## src/rtl/core/rrts_pkg.sv

```systemverilog
package rrts_pkg;

  typedef enum logic [2:0] {
    CMD_TICK      = 3'd0,
    CMD_SPAWN     = 3'd1,
    CMD_TERMINATE = 3'd2,
    CMD_BLOCK     = 3'd3,
    CMD_RESUME    = 3'd4,
    CMD_SLEEP     = 3'd5,
    CMD_QUERY     = 3'd6,
    CMD_NOP       = 3'd7
  } cmd_t;

  typedef enum logic [2:0] {
    ST_OK       = 3'd0,
    ST_NO_SUCH  = 3'd1,
    ST_MAIN     = 3'd2,
    ST_FULL     = 3'd3,
    ST_SHUTDOWN = 3'd4
  } status_t;

  typedef enum logic [3:0] {
    S_IDLE,
    S_READ,
    S_EXEC,
    S_SPAWN_SCAN,
    S_DEQ_RD,
    S_DEQ_CHK,
    S_SW_CUR,
    S_SW_REQ,
    S_SW_RD,
    S_SW_UPD,
    S_SW_HRD,
    S_SW_HEAD,
    S_SW_QRD,
    S_SW_QNT,
    S_OUT
  } state_t;

  localparam int FlagLive     = 0;
  localparam int FlagBlocked  = 1;
  localparam int FlagSleeping = 2;
  localparam int FlagQueued   = 3;

  localparam logic [31:0] Sat32 = 32'hFFFF_FFFF;
  localparam logic [15:0] Sat16 = 16'hFFFF;

endpackage

```

## src/rtl/core/round_robin_thread_scheduler.sv

```systemverilog
// Round-robin thread scheduler.
// Input channel (in_valid/in_ready) carries one event: command, thread_id,
// sleep_count. Output channel (out_valid/out_ready) returns one result per
// event: status, new_id, running_id, switched, thread_quanta, total_quanta.
// quantum_ticks is written through cfg_we/cfg_data; the user must do so only
// while no event is in flight, as the block does not enforce it. The thread
// table (flags, sleep counter, quanta) sits in one synchronous memory, the
// ready queue in another; both register their read data. A simple event
// passes the read, execute and output states. A spawn scans the table from
// entry 1 until it finds a free entry or reaches the last one. Removing a
// thread from the queue walks the queue, reading and checking each entry and
// moving later entries down. A context switch requeues the running thread if
// it can still run, walks every table entry, then removes the new head.
// One event is handled at a time: in_ready is high only when the engine is idle
// and the output register is empty. Reset (rst, synchronous) is followed by a
// clearing pass over every thread table entry with in_ready low; then
// thread 0 runs. A stalled receiver holds the result in the output register;
// no new event is taken until it transfers.
module round_robin_thread_scheduler #(
  parameter int MAX_THREADS = 16
) (
  input  logic        clk,
  input  logic        rst,
  input  logic        in_valid,
  output logic        in_ready,
  input  logic [2:0]  command,
  input  logic [5:0]  thread_id,
  input  logic [15:0] sleep_count,
  output logic        out_valid,
  input  logic        out_ready,
  output logic [2:0]  status,
  output logic [5:0]  new_id,
  output logic [5:0]  running_id,
  output logic        switched,
  output logic [31:0] thread_quanta,
  output logic [31:0] total_quanta,
  input  logic        cfg_we,
  input  logic [19:0] cfg_data
);

  localparam int IW = $clog2(MAX_THREADS);
  localparam int LW = $clog2(MAX_THREADS + 1);
  localparam int EW = 4 + 16 + 32;
  localparam logic [IW-1:0] LastId = IW'(MAX_THREADS - 1);

  // entry: {quanta, sleep, flags}
  logic [EW-1:0] tbl [MAX_THREADS];
  logic [IW-1:0] queue_mem [MAX_THREADS];

  logic          t_we;
  logic [IW-1:0] t_waddr, t_raddr;
  logic [EW-1:0] t_wdata, t_rdata;
  logic          q_we;
  logic [IW-1:0] q_waddr, q_raddr;
  logic [IW-1:0] q_wdata, q_rdata;

  always_ff @(posedge clk) begin
    if (t_we) tbl[t_waddr] <= t_wdata;
    t_rdata <= tbl[t_raddr];
  end

  always_ff @(posedge clk) begin
    if (q_we) queue_mem[q_waddr] <= q_wdata;
    q_rdata <= queue_mem[q_raddr];
  end

  rrts_pkg::state_t state, state_next;

  logic          init;
  logic [IW-1:0] init_idx;
  logic [19:0]   quantum_ticks;
  logic [LW-1:0] qlen, qlen_next;
  logic [5:0]    cur, cur_next;
  logic [31:0]   qtotal, qtotal_next;
  logic [19:0]   tick_count, tick_count_next;

  logic [2:0]    r_cmd;
  logic [5:0]    r_tid;
  logic [15:0]   r_cnt;
  logic [2:0]    r_status, r_status_next;
  logic [5:0]    r_newid, r_newid_next;
  logic          r_sw, r_sw_next;
  logic [31:0]   r_tq, r_tq_next;
  logic          r_after, r_after_next;  // switch after dequeue
  logic          r_head, r_head_next;    // dequeue removes the new head
  logic [IW-1:0] deq_id, deq_id_next;
  logic [LW-1:0] idx, idx_next;
  logic          found, found_next;

  logic [3:0]    e_flags;
  logic [15:0]   e_sleep;
  logic [31:0]   e_quanta;
  assign e_flags  = t_rdata[3:0];
  assign e_sleep  = t_rdata[19:4];
  assign e_quanta = t_rdata[51:20];

  logic          tid_ok;
  logic [IW-1:0] tid_i, cur_i;
  assign tid_ok = ({26'd0, r_tid} < 32'(MAX_THREADS));
  assign tid_i  = r_tid[IW-1:0];
  assign cur_i  = cur[IW-1:0];

  logic [16:0]   sleep_sum;
  logic [19:0]   tick_inc, quantum_eff;
  logic [31:0]   quanta_inc;
  assign sleep_sum   = {1'b0, e_sleep} + {1'b0, r_cnt};
  assign tick_inc    = tick_count + 20'd1;
  assign quantum_eff = (quantum_ticks == '0) ? 20'd1 : quantum_ticks;
  assign quanta_inc  = (e_quanta == rrts_pkg::Sat32) ? e_quanta : e_quanta + 32'd1;

  always_ff @(posedge clk) begin
    if (rst) begin
      init          <= 1'b1;
      init_idx      <= '0;
      quantum_ticks <= 20'd1;
    end else begin
      if (cfg_we) quantum_ticks <= cfg_data;
      if (init) begin
        init_idx <= init_idx + 1'b1;
        if (init_idx == LastId) init <= 1'b0;
      end
    end
  end

  always_ff @(posedge clk) begin
    if (rst) begin
      state      <= rrts_pkg::S_IDLE;
      qlen       <= '0;
      cur        <= '0;
      qtotal     <= 32'd1;
      tick_count <= '0;
      out_valid  <= 1'b0;
    end else begin
      state      <= state_next;
      qlen       <= qlen_next;
      cur        <= cur_next;
      qtotal     <= qtotal_next;
      tick_count <= tick_count_next;
      if (state == rrts_pkg::S_OUT) out_valid <= 1'b1;
      else if (out_ready) out_valid <= 1'b0;
    end
  end

  always_ff @(posedge clk) begin
    if (in_valid && in_ready) begin
      r_cmd <= command;
      r_tid <= thread_id;
      r_cnt <= sleep_count;
    end
    r_status <= r_status_next;
    r_newid  <= r_newid_next;
    r_sw     <= r_sw_next;
    r_tq     <= r_tq_next;
    r_after  <= r_after_next;
    r_head   <= r_head_next;
    deq_id   <= deq_id_next;
    idx      <= idx_next;
    found    <= found_next;
    if (state == rrts_pkg::S_OUT) begin
      status        <= r_status;
      new_id        <= r_newid;
      running_id    <= cur;
      switched      <= r_sw;
      thread_quanta <= r_tq;
      total_quanta  <= qtotal;
    end
  end

  assign in_ready = !init && state == rrts_pkg::S_IDLE && !out_valid;

  always_comb begin
    state_next      = state;
    qlen_next       = qlen;
    cur_next        = cur;
    qtotal_next     = qtotal;
    tick_count_next = tick_count;
    r_status_next   = r_status;
    r_newid_next    = r_newid;
    r_sw_next       = r_sw;
    r_tq_next       = r_tq;
    r_after_next    = r_after;
    r_head_next     = r_head;
    deq_id_next     = deq_id;
    idx_next        = idx;
    found_next      = found;
    t_we    = 1'b0;
    t_waddr = tid_i;
    t_wdata = t_rdata;
    t_raddr = tid_i;
    q_we    = 1'b0;
    q_waddr = qlen[IW-1:0];
    q_wdata = tid_i;
    q_raddr = idx[IW-1:0];

    if (init) begin
      t_we    = 1'b1;
      t_waddr = init_idx;
      t_wdata = (init_idx == '0) ? {32'd1, 16'd0, 4'b0001} : '0;
    end

    unique case (state)
      rrts_pkg::S_IDLE: begin
        if (in_valid && in_ready) state_next = rrts_pkg::S_READ;
      end
      rrts_pkg::S_READ: begin
        r_status_next = rrts_pkg::ST_OK;
        r_newid_next  = '0;
        r_sw_next     = 1'b0;
        r_tq_next     = '0;
        r_after_next  = 1'b0;
        r_head_next   = 1'b0;
        idx_next      = '0;
        found_next    = 1'b0;
        t_raddr = (r_cmd == rrts_pkg::CMD_SLEEP) ? cur_i : tid_i;
        if (r_cmd == rrts_pkg::CMD_SPAWN) begin
          t_raddr    = IW'(1);
          idx_next   = LW'(1);
          state_next = rrts_pkg::S_SPAWN_SCAN;
        end else begin
          state_next = rrts_pkg::S_EXEC;
        end
      end
      rrts_pkg::S_EXEC: begin
        state_next = rrts_pkg::S_OUT;
        case (r_cmd)
          rrts_pkg::CMD_TICK: begin
            tick_count_next = tick_inc;
            if (tick_inc >= quantum_eff) begin
              r_sw_next  = 1'b1;
              state_next = rrts_pkg::S_SW_CUR;
            end
          end
          rrts_pkg::CMD_TERMINATE: begin
            if (!tid_ok || !e_flags[rrts_pkg::FlagLive]) begin
              r_status_next = rrts_pkg::ST_NO_SUCH;
            end else if (r_tid == '0) begin
              r_status_next = rrts_pkg::ST_SHUTDOWN;
            end else begin
              t_we    = 1'b1;
              t_wdata = '0;
              deq_id_next  = tid_i;
              r_after_next = (r_tid == cur);
              state_next   = rrts_pkg::S_DEQ_RD;
            end
          end
          rrts_pkg::CMD_BLOCK: begin
            if (r_tid == '0) begin
              r_status_next = rrts_pkg::ST_MAIN;
            end else if (!tid_ok || !e_flags[rrts_pkg::FlagLive]) begin
              r_status_next = rrts_pkg::ST_NO_SUCH;
            end else begin
              t_we = 1'b1;
              t_wdata[rrts_pkg::FlagBlocked] = 1'b1;
              t_wdata[rrts_pkg::FlagQueued]  = 1'b0;
              deq_id_next  = tid_i;
              r_after_next = (r_tid == cur);
              state_next   = rrts_pkg::S_DEQ_RD;
            end
          end
          rrts_pkg::CMD_RESUME: begin
            if (!tid_ok || !e_flags[rrts_pkg::FlagLive]) begin
              r_status_next = rrts_pkg::ST_NO_SUCH;
            end else begin
              t_we = 1'b1;
              t_wdata[rrts_pkg::FlagBlocked] = 1'b0;
              if (!e_flags[rrts_pkg::FlagSleeping] && !e_flags[rrts_pkg::FlagQueued] &&
                  r_tid != cur && qlen < LW'(MAX_THREADS)) begin
                t_wdata[rrts_pkg::FlagQueued] = 1'b1;
                q_we      = 1'b1;
                q_wdata   = tid_i;
                qlen_next = qlen + 1'b1;
              end
            end
          end
          rrts_pkg::CMD_SLEEP: begin
            if (cur == '0) begin
              r_status_next = rrts_pkg::ST_MAIN;
            end else begin
              t_we    = 1'b1;
              t_waddr = cur_i;
              t_wdata[rrts_pkg::FlagSleeping] = 1'b1;
              t_wdata[19:4] = sleep_sum[16] ? rrts_pkg::Sat16 : sleep_sum[15:0];
              r_sw_next  = 1'b1;
              state_next = rrts_pkg::S_SW_CUR;
            end
          end
          rrts_pkg::CMD_QUERY: begin
            if (!tid_ok || !e_flags[rrts_pkg::FlagLive]) r_status_next = rrts_pkg::ST_NO_SUCH;
            else r_tq_next = e_quanta;
          end
          default: ;
        endcase
      end
      rrts_pkg::S_SPAWN_SCAN: begin
        // t_rdata holds entry idx
        if (!e_flags[rrts_pkg::FlagLive]) begin
          t_we    = 1'b1;
          t_waddr = idx[IW-1:0];
          t_wdata = {32'd0, 16'd0, 4'b0001};
          r_newid_next = 6'(idx);
          if (qlen < LW'(MAX_THREADS)) begin
            t_wdata[rrts_pkg::FlagQueued] = 1'b1;
            q_we      = 1'b1;
            q_wdata   = idx[IW-1:0];
            qlen_next = qlen + 1'b1;
          end
          state_next = rrts_pkg::S_OUT;
        end else if (idx == LW'(MAX_THREADS - 1)) begin
          r_status_next = rrts_pkg::ST_FULL;
          state_next    = rrts_pkg::S_OUT;
        end else begin
          t_raddr  = IW'(idx + 1'b1);
          idx_next = idx + 1'b1;
        end
      end
      rrts_pkg::S_DEQ_RD: begin
        if (idx >= qlen) begin
          if (found) qlen_next = qlen - 1'b1;
          if (r_head) begin
            state_next = rrts_pkg::S_SW_QRD;
          end else if (r_after) begin
            r_sw_next  = 1'b1;
            state_next = rrts_pkg::S_SW_CUR;
          end else begin
            state_next = rrts_pkg::S_OUT;
          end
        end else begin
          q_raddr    = idx[IW-1:0];
          state_next = rrts_pkg::S_DEQ_CHK;
        end
      end
      rrts_pkg::S_DEQ_CHK: begin
        // q_rdata = queue[idx]; entries past the match move down one slot
        if (found) begin
          q_we    = 1'b1;
          q_waddr = IW'(idx - 1'b1);
          q_wdata = q_rdata;
        end else if (q_rdata == deq_id) begin
          found_next = 1'b1;
        end
        idx_next   = idx + 1'b1;
        state_next = rrts_pkg::S_DEQ_RD;
      end
      rrts_pkg::S_SW_CUR: begin
        t_raddr    = cur_i;
        state_next = rrts_pkg::S_SW_REQ;
      end
      rrts_pkg::S_SW_REQ: begin
        // requeue the running thread if it can still run
        if (e_flags[rrts_pkg::FlagLive] && !e_flags[rrts_pkg::FlagBlocked] &&
            !e_flags[rrts_pkg::FlagSleeping] && !e_flags[rrts_pkg::FlagQueued] &&
            qlen < LW'(MAX_THREADS)) begin
          t_we    = 1'b1;
          t_waddr = cur_i;
          t_wdata[rrts_pkg::FlagQueued] = 1'b1;
          q_we      = 1'b1;
          q_wdata   = cur_i;
          qlen_next = qlen + 1'b1;
        end
        idx_next   = '0;
        state_next = rrts_pkg::S_SW_RD;
      end
      rrts_pkg::S_SW_RD: begin
        t_raddr    = idx[IW-1:0];
        state_next = rrts_pkg::S_SW_UPD;
      end
      rrts_pkg::S_SW_UPD: begin
        t_waddr = idx[IW-1:0];
        if (e_flags[rrts_pkg::FlagLive] && e_flags[rrts_pkg::FlagSleeping]) begin
          t_we = 1'b1;
          if (e_sleep == '0) begin
            t_wdata[rrts_pkg::FlagSleeping] = 1'b0;
            if (!e_flags[rrts_pkg::FlagBlocked] && !e_flags[rrts_pkg::FlagQueued] &&
                qlen < LW'(MAX_THREADS)) begin
              t_wdata[rrts_pkg::FlagQueued] = 1'b1;
              q_we      = 1'b1;
              q_wdata   = idx[IW-1:0];
              qlen_next = qlen + 1'b1;
            end
          end else begin
            t_wdata[19:4] = e_sleep - 16'd1;
          end
        end
        if (idx == LW'(MAX_THREADS - 1)) begin
          state_next = rrts_pkg::S_SW_HRD;
        end else begin
          idx_next   = idx + 1'b1;
          state_next = rrts_pkg::S_SW_RD;
        end
      end
      rrts_pkg::S_SW_HRD: begin
        q_raddr    = '0;
        state_next = rrts_pkg::S_SW_HEAD;
      end
      rrts_pkg::S_SW_HEAD: begin
        if (qlen == '0) begin
          cur_next   = '0;
          state_next = rrts_pkg::S_SW_QRD;
        end else begin
          cur_next    = 6'(q_rdata);
          deq_id_next = q_rdata;
          idx_next    = '0;
          found_next  = 1'b0;
          r_head_next = 1'b1;
          state_next  = rrts_pkg::S_DEQ_RD;
        end
      end
      rrts_pkg::S_SW_QRD: begin
        t_raddr    = cur_i;
        state_next = rrts_pkg::S_SW_QNT;
      end
      rrts_pkg::S_SW_QNT: begin
        t_we    = 1'b1;
        t_waddr = cur_i;
        t_wdata[51:20] = quanta_inc;
        t_wdata[rrts_pkg::FlagQueued] = 1'b0;
        qtotal_next     = (qtotal == rrts_pkg::Sat32) ? qtotal : qtotal + 32'd1;
        tick_count_next = '0;
        state_next      = rrts_pkg::S_OUT;
      end
      rrts_pkg::S_OUT: begin
        state_next = rrts_pkg::S_IDLE;
      end
      default: state_next = rrts_pkg::S_IDLE;
    endcase
  end

endmodule
```

## config.mk

```make
export PLATFORM = sky130hd
export DESIGN_NAME = round_robin_thread_scheduler
export DESIGN_NICKNAME = d
export VERILOG_FILES = /design/src/rtl/core/rrts_pkg.sv /design/src/rtl/core/round_robin_thread_scheduler.sv
export SDC_FILE = /design/constraint.sdc
export NUM_CORES = 2
export LEC_CHECK = 0
export BUFFER_PORTS_ARGS = -buffer_cell sky130_fd_sc_hd__buf_2
export CAP_MARGIN = 15
export CELL_PAD_IN_SITES_DETAIL_PLACEMENT = 0
export CELL_PAD_IN_SITES_GLOBAL_PLACEMENT = 2
export CORE_MARGIN = 2
export CORE_UTILIZATION = 40
export CTS_CLUSTER_DIAMETER = 40
export DETAILED_ROUTE_END_ITERATION = 12
export PLACE_DENSITY_LB_ADDON = 0.1
export SLEW_MARGIN = 20
export SYNTH_ARGS = -nofsm -noshare
export SYNTH_HDL_FRONTEND = slang
export SYNTH_SLANG_ARGS = --single-unit
```

## constraint.sdc

```tcl
create_clock -name clk -period 5.2 [get_ports clk]
set_input_delay 1.04 -clock clk [delete_from_list [all_inputs] [get_ports clk]]
set_output_delay 1.04 -clock clk [all_outputs]
set_load 0.05 [all_outputs]
```

## After elaboration in Yosys (flattened, before gate mapping)

Memories as Yosys holds them, arrays and structs flattened. A register that Yosys moved wholly into a read port is not among the register bits.
Cells that the tools add are included.

| storage, ports and cells | value |
|---|---|
| register bits | 252 |
| latch bits | 0 |
| memory bits (writable) | 896 |
| ROM bits | 0 |
| input bits | 50 |
| output and inout bits | 82 |
| word-level logic and storage cells | 319 |
| memories | 2 |

Memories:

| name | depth | bits a word | read ports | clocked after Yosys merged registers in | wr ports | line | text |
|---|---|---|---|---|---|---|---|
| tbl | 16 | 52 | 1 | 1 | 1 | round_robin_thread_scheduler.sv:47 | `logic [EW-1:0] tbl [MAX_THREADS];` |
| queue_mem | 16 | 4 | 1 | 1 | 1 | round_robin_thread_scheduler.sv:48 | `logic [IW-1:0] queue_mem [MAX_THREADS];` |

| cells by class | value |
|---|---|
| $add $sub $neg | 10 |
| multipliers | 0 |
| div/mod/pow operators | 0 |
| $lt $le $gt $ge | 4 |
| equality and inequality tests | 58 |
| shift-type cells | 0 |
| mux-type cells | 162 |
| bitwise operators | 1 |
| reductions and logical operators | 55 |

Operators with widths:

| kind | count |
|---|---|
| 52-bit two-way mux | 4 |
| 4-bit two-way mux | 38 |
| 32-bit two-way mux | 4 |
| 32-bit case mux with 3 select lines | 1 |
| 5-bit two-way mux | 14 |
| 32-bit by 1-bit adder with 32-bit output, second input constant | 2 |
| 32-bit == test, second input constant | 2 |
| 32-bit case mux with 2 select lines | 1 |
| 4-bit case mux with 14 select lines | 1 |
| 1-bit two-way mux | 53 |
| 16-bit two-way mux | 3 |
| 16-bit case mux with 3 select lines | 1 |
| 4-bit case mux with 4 select lines | 3 |
| 20-bit two-way mux | 2 |
| 20-bit case mux with 2 select lines | 1 |
| 4-bit == test, second input constant | 8 |
| 2-bit != test, second input constant | 16 |
| 16-bit case mux with 2 select lines | 1 |
| 5-bit case mux with 6 select lines | 1 |
| 5-bit case mux with 5 select lines | 1 |
| 3-bit != test, second input constant | 8 |
| 21-bit two-way mux | 1 |
| 3-bit two-way mux | 7 |
| 20-bit by 1-bit adder with 20-bit output, second input constant | 1 |
| 58 further kinds | 116 |

## Depth between registers and ports, before layout

| depth | value |
|---|---|
| word-level depth | 10 |
| depth in mapped cells | 15 |
| gate-level depth less buffers | 13 |

## Worst setup path after synthesis

Ideal clock, no wire load.

| timing path | value |
|---|---|
| path kind | flip-flop to flip-flop |
| start | register state[2] |
| end | register new_id[0] (enable) |
| library setup time | 0.524 ns |
| arrival | 4.333 ns |
| data required time | 4.676 ns |
| setup slack | 0.344 ns |
| cell stages (with the launch flop) | 5 |
| path buffers | 2 |
| period minus slack after synthesis | 4.856 ns |
| cell sequence | dfxtp_1 -> buf_2 -> buf_2 -> nand2_1 -> nor2b_1 |

| between the ends | value |
|---|---|
| longest elaborated chain between the ends | 1 |

Ends and longest elaborated chain:

| item | line | text |
|---|---|---|
| start: declaration | round_robin_thread_scheduler.sv:67 | `rrts_pkg::state_t state, state_next;` |
| start signal: assignment | round_robin_thread_scheduler.sv:127 | `state <= rrts_pkg::S_IDLE;` |
| start signal: assignment | round_robin_thread_scheduler.sv:134 | `state <= state_next;` |
| 4-bit == test | round_robin_thread_scheduler.sv:159 | `if (state == rrts_pkg::S_OUT) begin` |
| end signal: assignment | round_robin_thread_scheduler.sv:161 | `new_id <= r_newid;` |
| end: declaration | round_robin_thread_scheduler.sv:32 | `output logic [5:0] new_id,` |

Every way passes these cells.
A chain may end at the register's enable or synchronous reset.

## Worst setup path in the final report

| timing path | value |
|---|---|
| start | register state[0] |
| end | register t_rdata[13], read port of tbl |

| between the ends | value |
|---|---|
| longest elaborated chain between the ends | 3 |
| elaborated cells on any way between the ends | 7 |
| those cells by class | eq/ne: 5; mux: 1; reduce/logical: 1 |

Ends and longest elaborated chain:

| item | line | text |
|---|---|---|
| 4-bit == test / 4-bit by 3-bit == test with 1-bit output (equally long branches) | round_robin_thread_scheduler.sv:201 | `unique case (state)` |
| 2-bit OR reduction (no source line) | n/a |  |
| 4-bit case mux with 4 select lines (*) | round_robin_thread_scheduler.sv:201 |  |
| end: declaration | round_robin_thread_scheduler.sv:52 | `logic [EW-1:0] t_wdata, t_rdata;` |

Mark *: on every way between the ends. The rest lies on a longest branch, timed or not.

==> results.md <==
* Root Driver: clkbuf_16
* Final worst slack at 991 ps
* Final WL at 151000 um
* Reg2reg path depth at 8
* Drt pass-1 iters at 5
* Power per cell area at 453 nW/um2
* Max transition margin at 22.8%
* Largest net degree at the start of global routing at 179
* Overflow after GRT at 0
* Leak at 20.0 nW
* Clock transition at the registers of the reported paths at 50 ps
* Port Buf Inserts at 128
* CTS sink count at 1198
* Synth Instances at 3993
* Slowest CP cell: nor4bb_2
* Max cap viols at 0
* Residual DRC at 0
* Worst slew pin tran at 1150 ps
* Initial antenna violation count at 2
* Final instance area at 60400 um2
* Final worst-path cycle share at 80.9%
* Diodes inserted at 0
* CP Capture Type: flip-flop
* Site Rows at 131
* Critical path required time at 5890 ps
* Layout Nets at 4236
* Initial Util at 40.3%
* Max-slew violations at 0
* Via count at 34700
* Layout area overhead at 17.5%
* Endpoints failing hold at 0
* Hold path depth at 0
* Worst path max stage delay at 870 ps
* Vias in the first global route at 33900
* Top Ports at 132
* Number of register bits inferred by synthesis at 1198
* Full die area at 131000 um2
* Setup TNS at 0 ps
* Pre-CTS WS at 1090 ps
* CORE AREA at 128000 um2
* Worst-skew pair later-pin latency at 790 ps
* Tmin final at 4210 ps
* Worst hold path type: reg2reg
* Placed cell count at 5614
* Outcome: finished clean
* CTS Hold Bufs at 0
* Placed cell areas at 54400 um2
* Maximum fanout along the worst path at 52
* WL per Instance at 25.4 um
* Crit path DAT at 4900 ps
* H-tree levels at 4
* Cells along the critical path: nor4bb_2 -> nand2_1 -> o221ai_4 -> buf_4 -> o21ai_0 -> a32oi_1 -> a22oi_1 -> o221ai_1
* Post-cts sizing count at 0
* First-pass GRT wire length at 225000 um
* CP Class: reg2reg
* Hold_ws at 398 ps
* Layout Cells excl Fill at 5947
* DR vias/cell at 5.83
* Die X at 362 um
* Die height at 362 um
* Yosys cell types at 93
* Setup Skew at 29.3 ps
* Starting DRT DRC Count at 3132
* Total track usage at 22.8%
* # setup viols final at 0
* Post-synthesis cell area at 51400 um2
* Startpoint types: flip-flop
* Worst Hold Launch: r_tq[9]$_SDFFCE_PN0P_
* Sequential-to-total area share from yosys stat at 67.1%
* CTS Buf Count at 176
* Layout cell share with drive strength beyond 1 at 14.8%
* Crit path from: state[0]$_SDFFE_PP0P_
* Syn_area_per_cell at 12.9 um2
* Fmax at 238 MHz
* R2R Path Start: state[0]$_SDFFE_PP0P_
* Placer Congestion at 0.821
* HPWL Detailed at 83100 um
* CTS tree: yes
* Max VDD drop at 0.300 mV
* Ys flop type: edfxtp_1
* Clock buffer depth at 3
* Asr flop ratio synth at 0%
* # Post-CTS Setup Buffers at 0
* ANT nets after route at 0
* Post-synth EDFFs at 1051
* RSZ-0062 raised after global routing: no
* Yosys warning total at 0
==> per-layer routing <==
layer / global-route usage (%) / wire length [um] / vias up
met2: 36.1 / 69900 / 1010
met4: 6.07 / 3090 / 0
met5: 0 / 0 / -
li1: - / - / 15900
met3: 3.64 / 7990 / 212
met1: 32.7 / 70200 / 17500
==> area by class of cell <==
type | instances | area (um2)
Fill cell | 11400 | 67100
Clock buffer | 212 | 4650
Clock inverter | 120 | 1270
Timing Repair Buffer | 276 | 2230
Tap cell | 1662 | 2080
Multi-Input combinational cell | 2426 | 15500
Sequential cell | 1198 | 34500
Inverter | 53 | 199
==> cells in the final DEF (no fill, tap or decap), types with 40 or more instances in the layout <==
master,count
buf_4,109
o221ai_1,46
o21ai_0,294
dfxtp_1,147
nand2_1,441
ha_1,53
clkbuf_16,178
xor2_1,43
nand3_1,171
inv_1,51
edfxtp_1,1051
mux2i_1,40
nor2_1,162
a32o_1,104
nand4_1,40
buf_2,128
a21oi_1,218
and2_1,46
a32oi_1,209
a22oi_1,56
==> cells in the mapped netlist (all sizes together) (20+ instances only) <==
cell       n  area (um2)
a31oi     26         163
nor3      39         200
xnor2     38         333
inv       52         195
and3      29         181
a22oi     58         435
a21o      20         150
nand4     40         250
a21oi    219        1100
clkbuf   189         709
o21ai    323        1620
nand3    175         881
nor2b     23         144
and2      53         332
dfxtp    147        2940
edfxtp  1051       31600
nor2     180         692
o221ai    53         508
nand2    442        1660
a32o     104        1040
ha        53         663
buf      129         847
mux2i     40         400
a32oi    209        1830
xor2      43         377
==> kinds of logic after synthesis <==
family / synth area share, %
flops: 67.1
compound gates: 15.4
simple gates: 10.3
buf+inv: 3.42
xor+xnor: 1.38
fa+ha+maj: 1.37
mux: 1.06
other cells: 0.00730
==> registers in the layout, summed over array words and instances (netlist names), 5 cells and up <==
register       count
thread_quanta     32
r_cnt             16
quantum_ticks     20
tick_count        20
t_rdata           52
r_tq              32
r_newid            5
qlen               5
idx                5
qtotal            32
new_id             5
tbl              832
queue_mem         64
total_quanta      32
r_tid              6
==> per-stage QoR <==
stage	total power [mW]	util, %
floorplan	14.3	-
global placement	15.8	42.7
detailed placement	15.7	42.7
CTS	27.6	47.3
global route	28.5	47.4
finish	27.4	47.4
==> report_power, final <==
group	leakage (nW)	internal, mW	switching (mW)
combinational	6.89	1.42	2.76
clock	2.89	7.37	4.45
sequential	10.3	11.0	0.386
total	20.0	19.8	7.60
==> critical path, delay by kind of cell, from the launching register on <==
kind	cells	cell delay, ps
DFF	1	810
and+or+nand+nor	2	1240
buffers and inverters	1	580
AOI/OAI and AO/OA	5	1440
==> worst paths after layout <==
kind                                     end  slack, ps
setup / recovery         t_rdata[13]$_DFF_P_        990
hold / removal    thread_quanta[9]$_DFFE_PP_        400
setup reg to reg         t_rdata[13]$_DFF_P_        990
hold reg to reg   thread_quanta[9]$_DFFE_PP_        400
(Power assumes the default switching activity.)
